### config.mk
export PLATFORM = sky130hd
export DESIGN_NAME = four_level_stack_calculator_flat
export DESIGN_NICKNAME = d
export VERILOG_FILES = /design/src/rtl/fsc_pkg.sv /design/src/rtl/fsc_in_if.sv /design/src/rtl/fsc_out_if.sv /design/src/rtl/four_level_stack_calculator.sv /design/src/rtl/fsc_arith.sv /design/src/rtl/fsc_dp.sv /design/src/rtl/fsc_ctrl.sv /design/src/flat_wrapper.sv
export SDC_FILE = /design/constraint.sdc
export NUM_CORES = 2
export LEC_CHECK = 0
export ABC_CLOCK_PERIOD_IN_PS = 6100
export BUFFER_PORTS_ARGS = -buffer_cell sky130_fd_sc_hd__buf_2
export CORE_MARGIN = 10
export CORE_UTILIZATION = 59
export DETAILED_ROUTE_END_ITERATION = 8
export PLACE_DENSITY = 0.86
export REMOVE_ABC_BUFFERS = 1
export SETUP_SLACK_MARGIN = 0.4
export SYNTH_ARGS = -nofsm -noshare
export SYNTH_HDL_FRONTEND = slang
export SYNTH_SLANG_ARGS = --single-unit
### constraint.sdc
create_clock -name clk -period 6.1 [get_ports clk]
set_input_delay 0.61 -clock clk [delete_from_list [all_inputs] [get_ports clk]]
set_output_delay 0.61 -clock clk [all_outputs]
set_load 0.02 [all_outputs]
### src/rtl/fsc_pkg.sv
// ----------------------------------------------------------------------------
// fsc_pkg
// Shared codes and control types of the four-level stack calculator.
// ----------------------------------------------------------------------------
package fsc_pkg;

	// instruction codes
	localparam logic [3:0] OP_NOP    = 4'd0;
	localparam logic [3:0] OP_LOADI  = 4'd1;
	localparam logic [3:0] OP_LOADM  = 4'd2;
	localparam logic [3:0] OP_STORM  = 4'd3;
	localparam logic [3:0] OP_ADD    = 4'd4;
	localparam logic [3:0] OP_SUB    = 4'd5;
	localparam logic [3:0] OP_MUL    = 4'd6;
	localparam logic [3:0] OP_DIV    = 4'd7;
	localparam logic [3:0] OP_REM    = 4'd8;
	localparam logic [3:0] OP_INC    = 4'd9;
	localparam logic [3:0] OP_DEC    = 4'd10;
	localparam logic [3:0] OP_NEG    = 4'd11;
	localparam logic [3:0] OP_CLRSTK = 4'd12;
	localparam logic [3:0] OP_CLRMEM = 4'd13;

	// result status codes
	localparam logic [1:0] ST_OK   = 2'd0;
	localparam logic [1:0] ST_DIV0 = 2'd1;
	localparam logic [1:0] ST_ADDR = 2'd2;

	// controller to datapath
	typedef struct packed {
		logic latch;
		logic mem_rd;
		logic arith_start;
		logic commit;
	} cmd_t;

	// datapath to controller
	typedef struct packed {
		logic need_mem;
		logic need_arith;
		logic arith_done;
	} sts_t;

endpackage

### src/rtl/fsc_in_if.sv
// ----------------------------------------------------------------------------
// fsc_in_if
// Instruction channel: valid/ready handshake with opcode and operands.
// ----------------------------------------------------------------------------
interface fsc_in_if;
	logic               valid;
	logic               ready;
	logic        [3:0]  opcode;
	logic signed [31:0] immediate;
	logic        [7:0]  address;

	modport source (output valid, opcode, immediate, address, input ready);
	modport sink   (input valid, opcode, immediate, address, output ready);
endinterface

### src/rtl/fsc_out_if.sv
// ----------------------------------------------------------------------------
// fsc_out_if
// Result channel: valid/ready handshake with the stack view and status.
// ----------------------------------------------------------------------------
interface fsc_out_if;
	logic               valid;
	logic               ready;
	logic signed [31:0] top;
	logic signed [31:0] second;
	logic signed [31:0] third;
	logic signed [31:0] fourth;
	logic        [1:0]  status;

	modport source (output valid, top, second, third, fourth, status, input ready);
	modport sink   (input valid, top, second, third, fourth, status, output ready);
endinterface

### src/rtl/four_level_stack_calculator.sv
// ----------------------------------------------------------------------------
// four_level_stack_calculator
// Stack calculator: one instruction word in, one stack view word out.
// ----------------------------------------------------------------------------
// Each instruction word yields exactly one result word showing the top four
// stack entries and a status. Words are handled one at a time. Each word
// goes from acceptance through decode to commit, and the result word is
// registered at commit. Load from memory at a valid address adds a memory
// step for the registered memory read. Multiply, and divide and remainder
// by a nonzero top entry, add the iteration steps of the bit-serial
// multiply/divide unit. The next word can be taken in the cycle after the
// result is committed.
// A new word is taken while the previous result still waits at the output;
// its own result then waits in the commit step until the output slot frees.
// No clearing pass after reset: memory entries carry valid bits.
module four_level_stack_calculator #(
	parameter int STACK_DEPTH = 4,
	parameter int MEM_DEPTH   = 16,
	parameter int WORD_WIDTH  = 32
) (
	input logic       clk,
	input logic       arst_n,
	fsc_in_if.sink    instr,
	fsc_out_if.source result
);
	fsc_pkg::cmd_t cmd;
	fsc_pkg::sts_t sts;

	fsc_ctrl u_ctrl (
		.clk       (clk),
		.arst_n    (arst_n),
		.in_valid  (instr.valid),
		.in_ready  (instr.ready),
		.out_valid (result.valid),
		.out_ready (result.ready),
		.sts       (sts),
		.cmd       (cmd)
	);

	fsc_dp #(
		.STACK_DEPTH (STACK_DEPTH),
		.MEM_DEPTH   (MEM_DEPTH),
		.WORD_WIDTH  (WORD_WIDTH)
	) u_dp (
		.clk       (clk),
		.arst_n    (arst_n),
		.cmd       (cmd),
		.sts       (sts),
		.opcode    (instr.opcode),
		.immediate (instr.immediate),
		.address   (instr.address),
		.top       (result.top),
		.second    (result.second),
		.third     (result.third),
		.fourth    (result.fourth),
		.status    (result.status)
	);
endmodule

### src/rtl/fsc_arith.sv
// ----------------------------------------------------------------------------
// fsc_arith
// Iterative unit: shift-add multiply and restoring signed divide/remainder,
// one bit per cycle.
// ----------------------------------------------------------------------------
module fsc_arith #(
	parameter int WORD_WIDTH = 32
) (
	input  logic                  clk,
	input  logic                  arst_n,
	input  logic                  start,
	input  logic                  is_mul,
	input  logic                  is_rem,
	input  logic [WORD_WIDTH-1:0] a,
	input  logic [WORD_WIDTH-1:0] b,
	output logic                  done,
	output logic [WORD_WIDTH-1:0] result
);
	localparam int W  = WORD_WIDTH;
	localparam int CW = $clog2(W + 1);

	logic          busy_q;
	logic          done_q;
	logic [CW-1:0] cnt_q;
	logic          mul_q;
	logic          rem_q;
	logic          neg_q;
	logic [W-1:0]  acc_q;
	logic [W-1:0]  shf_q;
	logic [W-1:0]  dvs_q;

	logic [W:0]    rem_sh;
	logic [W:0]    diff;
	logic [W-1:0]  mag_a;
	logic [W-1:0]  mag_b;
	logic [W-1:0]  raw;

	assign mag_a  = a[W-1] ? (~a + 1'b1) : a;
	assign mag_b  = b[W-1] ? (~b + 1'b1) : b;
	assign rem_sh = {acc_q, shf_q[W-1]};
	assign diff   = rem_sh - {1'b0, dvs_q};

	// iteration control
	always_ff @(posedge clk or negedge arst_n) begin
		if (!arst_n) begin
			busy_q <= 1'b0;
			done_q <= 1'b0;
			cnt_q  <= '0;
		end else begin
			done_q <= busy_q && (cnt_q == CW'(1));
			if (start) begin
				busy_q <= 1'b1;
				cnt_q  <= CW'(W);
			end else if (busy_q) begin
				cnt_q <= cnt_q - 1'b1;
				if (cnt_q == CW'(1)) begin
					busy_q <= 1'b0;
				end
			end
		end
	end

	// operand and partial result registers
	always_ff @(posedge clk) begin
		if (start) begin
			mul_q <= is_mul;
			rem_q <= is_rem;
			acc_q <= '0;
			if (is_mul) begin
				shf_q <= b;
				dvs_q <= a;
				neg_q <= 1'b0;
			end else begin
				shf_q <= mag_b;
				dvs_q <= mag_a;
				neg_q <= is_rem ? b[W-1] : (a[W-1] ^ b[W-1]);
			end
		end else if (busy_q) begin
			if (mul_q) begin
				acc_q <= acc_q + (shf_q[0] ? dvs_q : '0);
				shf_q <= shf_q >> 1;
				dvs_q <= dvs_q << 1;
			end else if (!diff[W]) begin
				acc_q <= diff[W-1:0];
				shf_q <= {shf_q[W-2:0], 1'b1};
			end else begin
				acc_q <= rem_sh[W-1:0];
				shf_q <= {shf_q[W-2:0], 1'b0};
			end
		end
	end

	// final sign fix
	assign raw    = (mul_q || rem_q) ? acc_q : shf_q;
	assign result = neg_q ? (~raw + 1'b1) : raw;
	assign done   = done_q;
endmodule

### src/rtl/fsc_dp.sv
// ----------------------------------------------------------------------------
// fsc_dp
// Datapath: instruction latch, register stack, data memory and arith unit.
// ----------------------------------------------------------------------------
module fsc_dp #(
	parameter int STACK_DEPTH = 4,
	parameter int MEM_DEPTH   = 16,
	parameter int WORD_WIDTH  = 32
) (
	input  logic                 clk,
	input  logic                 arst_n,
	input  fsc_pkg::cmd_t        cmd,
	output fsc_pkg::sts_t        sts,
	input  logic        [3:0]    opcode,
	input  logic signed [31:0]   immediate,
	input  logic        [7:0]    address,
	output logic signed [31:0]   top,
	output logic signed [31:0]   second,
	output logic signed [31:0]   third,
	output logic signed [31:0]   fourth,
	output logic        [1:0]    status
);
	localparam int W  = WORD_WIDTH;
	localparam int AW = (MEM_DEPTH > 1) ? $clog2(MEM_DEPTH) : 1;

	logic        [3:0]  op_q;
	logic signed [31:0] imm_q;
	logic        [7:0]  addr_q;

	logic [W-1:0] stk_q [STACK_DEPTH];
	logic [W-1:0] stk_d [STACK_DEPTH];
	logic [1:0]   status_q;
	logic [1:0]   status_d;

	logic [W-1:0]         mem_q [MEM_DEPTH];
	logic [MEM_DEPTH-1:0] vld_q;
	logic [W-1:0]         rd_q;
	logic                 rd_vld_q;

	logic [AW-1:0] idx;
	logic          addr_ok;
	logic          top_zero;
	logic          is_divrem;
	logic          wr_en;
	logic [W-1:0]  imm_w;
	logic [W-1:0]  rd_w;
	logic          arith_done;
	logic [W-1:0]  arith_res;

	assign idx       = addr_q[AW-1:0];
	assign addr_ok   = {1'b0, addr_q} < 9'(MEM_DEPTH);
	assign top_zero  = (stk_q[0] == '0);
	assign is_divrem = (op_q == fsc_pkg::OP_DIV) || (op_q == fsc_pkg::OP_REM);
	assign imm_w     = W'(imm_q);
	assign rd_w      = rd_vld_q ? rd_q : '0;

	assign sts.need_mem   = (op_q == fsc_pkg::OP_LOADM) && addr_ok;
	assign sts.need_arith = (op_q == fsc_pkg::OP_MUL) || (is_divrem && !top_zero);
	assign sts.arith_done = arith_done;

	// instruction latch
	always_ff @(posedge clk) begin
		if (cmd.latch) begin
			op_q   <= opcode;
			imm_q  <= immediate;
			addr_q <= address;
		end
	end

	fsc_arith #(
		.WORD_WIDTH(W)
	) u_arith (
		.clk    (clk),
		.arst_n (arst_n),
		.start  (cmd.arith_start),
		.is_mul (op_q == fsc_pkg::OP_MUL),
		.is_rem (op_q == fsc_pkg::OP_REM),
		.a      (stk_q[0]),
		.b      (stk_q[1]),
		.done   (arith_done),
		.result (arith_res)
	);

	// next stack and status
	always_comb begin
		stk_d    = stk_q;
		status_d = fsc_pkg::ST_OK;
		wr_en    = 1'b0;
		unique case (op_q)
			fsc_pkg::OP_LOADI, fsc_pkg::OP_LOADM: begin
				if (op_q == fsc_pkg::OP_LOADM && !addr_ok) begin
					status_d = fsc_pkg::ST_ADDR;
				end else begin
					for (int k = 1; k < STACK_DEPTH; k++) stk_d[k] = stk_q[k-1];
					stk_d[0] = (op_q == fsc_pkg::OP_LOADI) ? imm_w : rd_w;
				end
			end
			fsc_pkg::OP_STORM: begin
				if (!addr_ok) begin
					status_d = fsc_pkg::ST_ADDR;
				end else begin
					wr_en = 1'b1;
					for (int k = 0; k < STACK_DEPTH - 1; k++) stk_d[k] = stk_q[k+1];
					stk_d[STACK_DEPTH-1] = '0;
				end
			end
			fsc_pkg::OP_ADD, fsc_pkg::OP_SUB, fsc_pkg::OP_MUL,
			fsc_pkg::OP_DIV, fsc_pkg::OP_REM: begin
				if (is_divrem && top_zero) begin
					status_d = fsc_pkg::ST_DIV0;
				end else begin
					if (op_q == fsc_pkg::OP_ADD)      stk_d[0] = stk_q[0] + stk_q[1];
					else if (op_q == fsc_pkg::OP_SUB) stk_d[0] = stk_q[1] - stk_q[0];
					else                              stk_d[0] = arith_res;
					for (int k = 1; k < STACK_DEPTH - 1; k++) stk_d[k] = stk_q[k+1];
					stk_d[STACK_DEPTH-1] = '0;
				end
			end
			fsc_pkg::OP_INC:    stk_d[0] = stk_q[0] + 1'b1;
			fsc_pkg::OP_DEC:    stk_d[0] = stk_q[0] - 1'b1;
			fsc_pkg::OP_NEG:    stk_d[0] = ~stk_q[0] + 1'b1;
			fsc_pkg::OP_CLRSTK: begin
				for (int k = 0; k < STACK_DEPTH; k++) stk_d[k] = '0;
			end
			default: ;
		endcase
	end

	// stack and status registers
	always_ff @(posedge clk or negedge arst_n) begin
		if (!arst_n) begin
			for (int k = 0; k < STACK_DEPTH; k++) stk_q[k] <= '0;
			status_q <= fsc_pkg::ST_OK;
		end else if (cmd.commit) begin
			stk_q    <= stk_d;
			status_q <= status_d;
		end
	end

	// memory entry valid bits, unwritten entries read as zero
	always_ff @(posedge clk or negedge arst_n) begin
		if (!arst_n) begin
			vld_q <= '0;
		end else if (cmd.commit) begin
			if (op_q == fsc_pkg::OP_CLRMEM) begin
				vld_q <= '0;
			end else if (wr_en) begin
				vld_q[idx] <= 1'b1;
			end
		end
	end

	// data memory write and registered read
	always_ff @(posedge clk) begin
		if (cmd.commit && wr_en) begin
			mem_q[idx] <= stk_q[0];
		end
		if (cmd.mem_rd) begin
			rd_q     <= mem_q[idx];
			rd_vld_q <= vld_q[idx];
		end
	end

	// stack view, entries beyond the stack read as zero
	function automatic logic signed [31:0] view(input int k);
		logic [63:0] v;
		v = '0;
		if (k < STACK_DEPTH) v = 64'(stk_q[k]);
		return v[31:0];
	endfunction

	assign top    = view(0);
	assign second = view(1);
	assign third  = view(2);
	assign fourth = view(3);
	assign status = status_q;
endmodule

### src/rtl/fsc_ctrl.sv
// ----------------------------------------------------------------------------
// fsc_ctrl
// Controller: sequences decode, memory read, iteration and commit, and owns
// the handshakes of both channels.
// ----------------------------------------------------------------------------
module fsc_ctrl (
	input  logic          clk,
	input  logic          arst_n,
	input  logic          in_valid,
	output logic          in_ready,
	output logic          out_valid,
	input  logic          out_ready,
	input  fsc_pkg::sts_t sts,
	output fsc_pkg::cmd_t cmd
);
	localparam logic [2:0] S_IDLE   = 3'd0;
	localparam logic [2:0] S_DEC    = 3'd1;
	localparam logic [2:0] S_MEM    = 3'd2;
	localparam logic [2:0] S_ARITH  = 3'd3;
	localparam logic [2:0] S_COMMIT = 3'd4;

	logic [2:0] state_q;
	logic [2:0] state_d;
	logic       out_valid_q;
	logic       slot_free;

	assign slot_free = !out_valid_q || out_ready;
	assign in_ready  = (state_q == S_IDLE);
	assign out_valid = out_valid_q;

	// next state and commands
	always_comb begin
		state_d         = state_q;
		cmd.latch       = 1'b0;
		cmd.mem_rd      = 1'b0;
		cmd.arith_start = 1'b0;
		cmd.commit      = 1'b0;
		unique case (state_q)
			S_IDLE: begin
				cmd.latch = in_valid;
				if (in_valid) state_d = S_DEC;
			end
			S_DEC: begin
				if (sts.need_mem) begin
					cmd.mem_rd = 1'b1;
					state_d    = S_MEM;
				end else if (sts.need_arith) begin
					cmd.arith_start = 1'b1;
					state_d         = S_ARITH;
				end else begin
					state_d = S_COMMIT;
				end
			end
			S_MEM: state_d = S_COMMIT;
			S_ARITH: begin
				if (sts.arith_done) state_d = S_COMMIT;
			end
			S_COMMIT: begin
				if (slot_free) begin
					cmd.commit = 1'b1;
					state_d    = S_IDLE;
				end
			end
			default: state_d = S_IDLE;
		endcase
	end

	// state and result word valid
	always_ff @(posedge clk or negedge arst_n) begin
		if (!arst_n) begin
			state_q     <= S_IDLE;
			out_valid_q <= 1'b0;
		end else begin
			state_q <= state_d;
			if (cmd.commit) out_valid_q <= 1'b1;
			else if (out_ready) out_valid_q <= 1'b0;
		end
	end
endmodule

### src/flat_wrapper.sv
// flat-port wrapper written by rule: the top's interface ports become plain ports
module four_level_stack_calculator_flat 
#(
	parameter int STACK_DEPTH = 4,
	parameter int MEM_DEPTH   = 16,
	parameter int WORD_WIDTH  = 32
)
  (clk, arst_n, instr_valid, instr_opcode, instr_immediate, instr_address, instr_ready, result_valid, result_top, result_second, result_third, result_fourth, result_status, result_ready);
  fsc_in_if instr_i ();
  fsc_out_if result_i ();
  input logic clk;
  input logic arst_n;
  input wire logic [$bits(instr_i.valid)-1:0] instr_valid;
  input wire logic [$bits(instr_i.opcode)-1:0] instr_opcode;
  input wire logic [$bits(instr_i.immediate)-1:0] instr_immediate;
  input wire logic [$bits(instr_i.address)-1:0] instr_address;
  output wire logic [$bits(instr_i.ready)-1:0] instr_ready;
  output wire logic [$bits(result_i.valid)-1:0] result_valid;
  output wire logic [$bits(result_i.top)-1:0] result_top;
  output wire logic [$bits(result_i.second)-1:0] result_second;
  output wire logic [$bits(result_i.third)-1:0] result_third;
  output wire logic [$bits(result_i.fourth)-1:0] result_fourth;
  output wire logic [$bits(result_i.status)-1:0] result_status;
  input wire logic [$bits(result_i.ready)-1:0] result_ready;
  assign instr_i.valid = instr_valid;
  assign instr_i.opcode = instr_opcode;
  assign instr_i.immediate = instr_immediate;
  assign instr_i.address = instr_address;
  assign instr_ready = instr_i.ready;
  assign result_valid = result_i.valid;
  assign result_top = result_i.top;
  assign result_second = result_i.second;
  assign result_third = result_i.third;
  assign result_fourth = result_i.fourth;
  assign result_status = result_i.status;
  assign result_i.ready = result_ready;
  four_level_stack_calculator #(.STACK_DEPTH(STACK_DEPTH), .MEM_DEPTH(MEM_DEPTH), .WORD_WIDTH(WORD_WIDTH)) u_core (.clk(clk), .arst_n(arst_n), .instr(instr_i), .result(result_i));
endmodule
======== Yosys cells after proc, flatten, opt, wreduce, memory -nomap -nowiden ========
Memories as Yosys holds them, arrays and structs flattened. A register that Yosys moved wholly into a read port is not among the register bits.
Cells that the tools add are included.
operators by class
  $add $sub $neg .......................... 10
  magnitude comparators ................... 3
  eq/ne operators ......................... 24
  mux-type cells .......................... 60
  bitwise operators ....................... 5
  reductions and logical operators ........ 29
operator list
  cell                                                                           count
  32-bit 2-to-1 mux                                                              19
  128-bit 2-to-1 mux                                                             3
  96-bit case mux with 4 select lines                                            1
  32-bit case mux with 7 select lines                                            1
  32-bit by 1-bit adder with 32-bit output (second input constant)               4
  32-bit NOT                                                                     3
  32-bit adder                                                                   2
  33-bit by 32-bit subtractor with 33-bit output                                 1
  32-bit logical NOT                                                             1
  16-bit 2-to-1 mux                                                              2
  32-bit by 1-bit subtractor with 32-bit output (second input constant)          1
  32-bit subtractor                                                              1
  4-bit equality test (second input constant)                                    6
  1-bit 2-to-1 mux                                                               20
  4-bit by 3-bit equality test with 1-bit output (second input constant)         4
  16-bit bitwise OR                                                              1
  3-bit 2-to-1 mux                                                               5
  3-bit case mux with 5 select lines                                             1
  6-bit 2-to-1 mux                                                               2
  2-bit != test (second input constant)                                          6
  5-bit AND reduction                                                            2
  4-bit by 2-bit equality test with 1-bit output (second input constant)         2
  8-bit by 5-bit less-than comparator with 1-bit output (second input constant)  1
  2-bit nonzero test                                                             4
  23 further kinds                                                               38
storage, ports and cells
  register bits after elaboration ......... 302
  RAM bits ................................ 512
  bits of input ports ..................... 48
  output and inout port bits .............. 132
  word-level logic and storage cells ...... 153
  memories kept ........................... 1
memories
  memory             depth  bits a word  rd ports  clocked after Yosys merged registers in  write ports  RTL line      source
  u_core.u_dp.mem_q  16     32           1         1                                        1            fsc_dp.sv:35  logic [W-1:0] mem_q [MEM_DEPTH];

======== Longest topological paths before layout ========
  depth in word-level cells ............... 9
  mapped depth ............................ 18
  depth with buffers taken out ............ 14

======== Cells and area by module ========
From an unflattened synthesis, not the netlist that was laid out.
second synthesis, totals
  cells, all modules ...................... 3996
  area, all modules ....................... 46046.7 um^2
modules (own cells, without submodules)
  module     instances  cells each  area each (um^2)
  fsc_dp     1          2561        34667.0
  fsc_arith  1          1404        11120.7
  fsc_ctrl   1          31          259.0

======== Worst setup path before layout ========
Ideal clock, no wire load.
  kind .................................... register -> register
  from .................................... register u_core.u_dp.stk_q, in the netlist u_core.u_dp.top[1]
  to ...................................... register u_core.u_dp.u_arith.dvs_q[0], enable pin
  arrival time ............................ 3756 ps
  required time ........................... 5443 ps
  slack ................................... 1687 ps
  cell stages (with the launch flop) ...... 12
  cell sequence ........................... dfrtp_1 clkbuf_1 inv_1 ha_1 and4_1 buf_4 nand4_1 o41ai_2 a21o_1 buf_2 clkbuf_1 o21ai_0
on the way
  longest elaborated chain between the ends .. 9
RTL lines
  what                             RTL line         source
  from (decl)                      fsc_dp.sv:30     logic [W-1:0] stk_q [STACK_DEPTH];
  from (signal assigned)           fsc_dp.sv:135    stk_q <= stk_d;
  32-bit logical NOT *             fsc_dp.sv:52     assign top_zero = (stk_q[0] == '0);
  1-bit logical NOT *              fsc_dp.sv:58     assign sts.need_arith = (op_q == fsc_pkg::OP_MUL) || (is_divrem && !top_zero);
  1-bit logical AND *              fsc_dp.sv:58
  1-bit logical OR *               fsc_dp.sv:58
  1-bit 2-to-1 mux *               fsc_ctrl.sv:47   end else if (sts.need_arith) begin
  1-bit 2-to-1 mux *               fsc_ctrl.sv:44   if (sts.need_mem) begin
  2-bit 2-to-1 mux *               fsc_ctrl.sv:38   unique case (state_q)
  2-bit nonzero test (no line)     n/a
  2-bit AND reduction (no line) *  n/a
  to (signal assigned)             fsc_arith.sv:75  dvs_q <= mag_a;
  to (signal assigned)             fsc_arith.sv:82  dvs_q <= dvs_q << 1;
  to (decl)                        fsc_arith.sv:30  logic [W-1:0] dvs_q;
Every way passes the cells marked *; elsewhere a longest branch is shown, timed or not.
A chain may end at the register's enable or synchronous reset.

======== Worst setup path in the final report ========
  from .................................... register u_core.u_dp.stk_q, in the netlist u_core.u_dp.top[1]
  to ...................................... register u_core.u_dp.stk_q, in the netlist u_core.u_dp.top[19]
on the way
  longest elaborated chain between the ends .. 5
RTL lines
  what                                 RTL line       source
  32-bit subtractor                    fsc_dp.sv:113  else if (op_q == fsc_pkg::OP_SUB) stk_d[0] = stk_q[1] - stk_q[0];
  32-bit 2-to-1 mux                    fsc_dp.sv:113
  32-bit 2-to-1 mux                    fsc_dp.sv:112  if (op_q == fsc_pkg::OP_ADD) stk_d[0] = stk_q[0] + stk_q[1];
  128-bit 2-to-1 mux                   fsc_dp.sv:109  if (is_divrem && top_zero) begin
  32-bit case mux with 7 select lines  fsc_dp.sv:89   unique case (op_q)
Parallel ways exist; a longest one is shown, timed or not. The select of a mux whose other input is x is not followed.

==> results.yml <==
run_status:
  outcome: "complete, but fails checks"
  failed_checks: "negative hold slack"
timing:
  slew_headroom_pct: 13.2
  hold_slack_ns: -0.00978
  fmax_ghz: 0.203
  finalMaxSlewViolations: 0
  rsz0062_at_grt: "no"
  final_hold_viol_count: 5
  finClkSkew_ns: 0.0327
  fin_crit_sh_pct: 80.8
  finalSetupViolations: 0
  period_needed_ns: 4.93
  tightest_slew_ns: 1.27
synth:
  async_flop_share_pct: 18.7
  synthSimpleGateAreaFrac_pct: 11.3
  synth.area.mux_share_pct: 9.95
  synth-seq-area-share_pct: 53.2
  synth.avg_cell_area_um2: 11.7
  synth_fa_ha_area_share_pct: 3.88
  synth_ff_type: "edfxtp_1"
  yosysUniqueCellTypes: 104
  syn_inst: 3912
  syn_area_um2: 45700
  synth_warnings: 0
  yosys_register_bits: 846
  synth_top_family_by_area: "compound AO/OA/AOI/OAI gates"
  synth_edf_count: 656
  synth_xor_area_share_pct: 3.78
  synth-compound-area-share_pct: 14.3
detailed_routing:
  drt_pass1_iterations: 9
  final_antenna_net_count: 0
  wl_per_cell_um: 28.6
  drt_first_iter_violations: 5344
  wirelength_mm: 147
  drc: 0
  viasPerCell: 6.95
  vias: 35600
placement:
  place.gp.congestion: 1.01
  numPortBuffers: 179
  post-dp-hpwl_mm: 95.1
clock_tree:
  post_cts_resized: 0
  clkTransAtPathRegs_ns: 0.07
  cts-htree-levels: 3
  cts_buffers: 85
  ctsHoldBuffers: 0
  cts_tree: "yes"
  clockBufferDepth: 3
  clock-sinks: 846
  post_cts_buffers: 0
  cts.root.buffer_cell: "clkbuf_16"
  insertion_delay_ns: 0.68
job:
  drv_cap: 0
power_and_ir_drop:
  p_switching_mw: 11.3
  pwr-share-comb_pct: 45.7
  pwr-share-clk_pct: 20.6
  p_per_area_nw_per_um2: 518
  cellLeakagePower_nw: 18.6
  peakVddDrop_v: 0.000359
  seq_power_share_pct: 33.6
  power_mw: 26.2
  switching_share_pct: 43.2
  intPower_mw: 14.9
floorplan:
  die-height_um: 298
  initial_core_util_pct: 59.8
  std_cell_rows: 101
  dieArea_um2: 88900
  coreArea_um2: 76300
  fp.dieW_um: 298
  ios: 180
grt:
  overflow: 0
  antenna_found_initial: 8
  grt_first_pass_wirelength_mm: 220
  grt_start_max_net_pins: 104
  track_usage_pct: 32.1
  first_global_vias: 34300
final_layout:
  layout-area-overhead-vs-synth_pct: 10.8
  fillerInstances: 5445
  drive_gt1_share_pct: 16.4
  nets: 4208
critical_path:
  cp.required_ns: 6.58
  crit_type: "reg2reg"
  arrival_ns: 5.41
  cp-end-kind: "register"
  critPathMaxFanout: 26
  startpoint_type: "register"
min_path:
  worst_hold_path_type: "in2async"
flip-flops by register name (all words and copies together), names as in the netlist, 32 cells and up:
signal                     flops
u_core.u_dp.imm_q             32
u_core.u_dp.top               32
u_core.u_dp.u_arith.acc_q     32
u_core.u_dp.third             32
u_core.u_dp.rd_q              32
u_core.u_dp.mem_q            512
u_core.u_dp.second            32
u_core.u_dp.u_arith.dvs_q     32
u_core.u_dp.fourth            32
u_core.u_dp.u_arith.shf_q     32
cell usage after synthesis (78+ instances only):
library cell  instances  share of area [%]
clkbuf_1            170                1.4
edfxtp_1            656                 43
a21oi_1             199                2.2
xnor2_1             148                2.8
ha_1                135                3.7
inv_1               124                1.0
dfrtp_1             158                8.7
mux2i_1              78                1.7
nor2_1              233                1.9
nor3_1               82               0.90
mux4_2              165                8.1
nand2_1             419                3.4
o21ai_0             300                3.3
nand3_1             104                1.1
cell families (layout without fill, tap and decap cells):
logic type,Yosys count,after routing
and+or+nand+nor,1098,1098
AOI/OAI and AO/OA,996,996
DFF,846,846
buffers and inverters,389,571
muxes,247,247
xor gates and xnor gates,197,197
adders and majority gates,139,139
other,0,4
metrics by stage:
step                      std cells  cell area, µm²  utilization [%]  setup WS (ns)  setup TNS, ns
final                          5128           50600             66.3           1.17              0
after global routing           5127           50600             66.2           1.08              0
after CTS                      5124           50600             66.2           1.54              0
after detailed placement       4964           47700             62.5           1.59              0
after global placement         4964           47700             62.5           1.67              0
after floorplan                3655           44500                -          -2.44        -549.88
critical path: stages, from the launching register on:
cell and delay (ns):
dfrtp_1 0.93, inv_1 0.37, ha_1 0.37, and4_1 0.32, nand4_1 0.31, o21a_1 0.28
nand2_1 0.51, buf_4 0.43, a2111oi_0 1.07, a211oi_1 0.12
final timing paths:
path	start	end	slack (ns)	depth (start not counted)
max	u_core.u_dp.top[1]	u_core.u_dp.top[19]	1.17	9
min	arst_n	u_core.u_dp.third[11]	-0.01	1
max reg2reg	u_core.u_dp.top[1]	u_core.u_dp.top[19]	1.17	9
min reg2reg	u_core.u_dp.vld_q[6]	u_core.u_dp.vld_q[6]	0.50	2
max in group asynchronous	arst_n	u_core.u_dp.second[22]	4.92	2
min in group clk	instr_immediate[25]	u_core.u_dp.imm_q[25]	0.10	1
layout make-up:
cell class,instances,area (µm²),area share [%]
well taps,1030,1290,2.55
flip-flops and latches,846,24300,48.0
multi-input cells,2677,19900,39.3
clock inverters,57,592,1.17
clock buffers,103,2290,4.53
diodes,4,10.0,0.0198
repair buffers,279,1700,3.37
inverters,132,495,0.980
power groups by stage:
stage	registers (mW)	logic (mW)	clock network [mW]
finish	8.81	12.0	5.41
detailed placement	8.84	11.6	0
CTS	8.73	11.7	5.42
global placement	8.80	11.4	0
global route	8.88	12.9	5.62
floorplan	9.29	7.38	0
layout by cell type (no fill, tap or decap), types with 27 or more instances in the layout:
cell type | netlist | layout
a22oi_1 | 66 | 66
clkbuf_16 | 0 | 88
mux2i_1 | 78 | 78
edfxtp_1 | 656 | 656
xnor2_1 | 148 | 148
nor4_1 | 27 | 27
dfrtp_1 | 158 | 158
mux4_2 | 165 | 165
nand3_1 | 104 | 104
o211ai_1 | 31 | 31
nand4_1 | 42 | 42
a21oi_1 | 199 | 199
a31oi_1 | 46 | 46
buf_4 | 6 | 96
a221oi_1 | 46 | 46
o21ai_0 | 300 | 298
and2_1 | 42 | 41
nor2_1 | 233 | 218
buf_2 | 46 | 178
inv_1 | 124 | 123
xor2_1 | 49 | 49
a21o_1 | 33 | 32
nand2_1 | 419 | 417
nor3_1 | 82 | 75
dfxtp_1 | 32 | 32
ha_1 | 135 | 135
routing by layer:
metal	routed length (µm)	up-vias	global-route usage (%)
met3	18700	532	7.86
met2	68400	2839	50.9
met5	46	-	0
met4	7190	6	14.2
li1	-	15100	-
met1	52400	17100	41.8
Power figures use the tool's default switching activity.
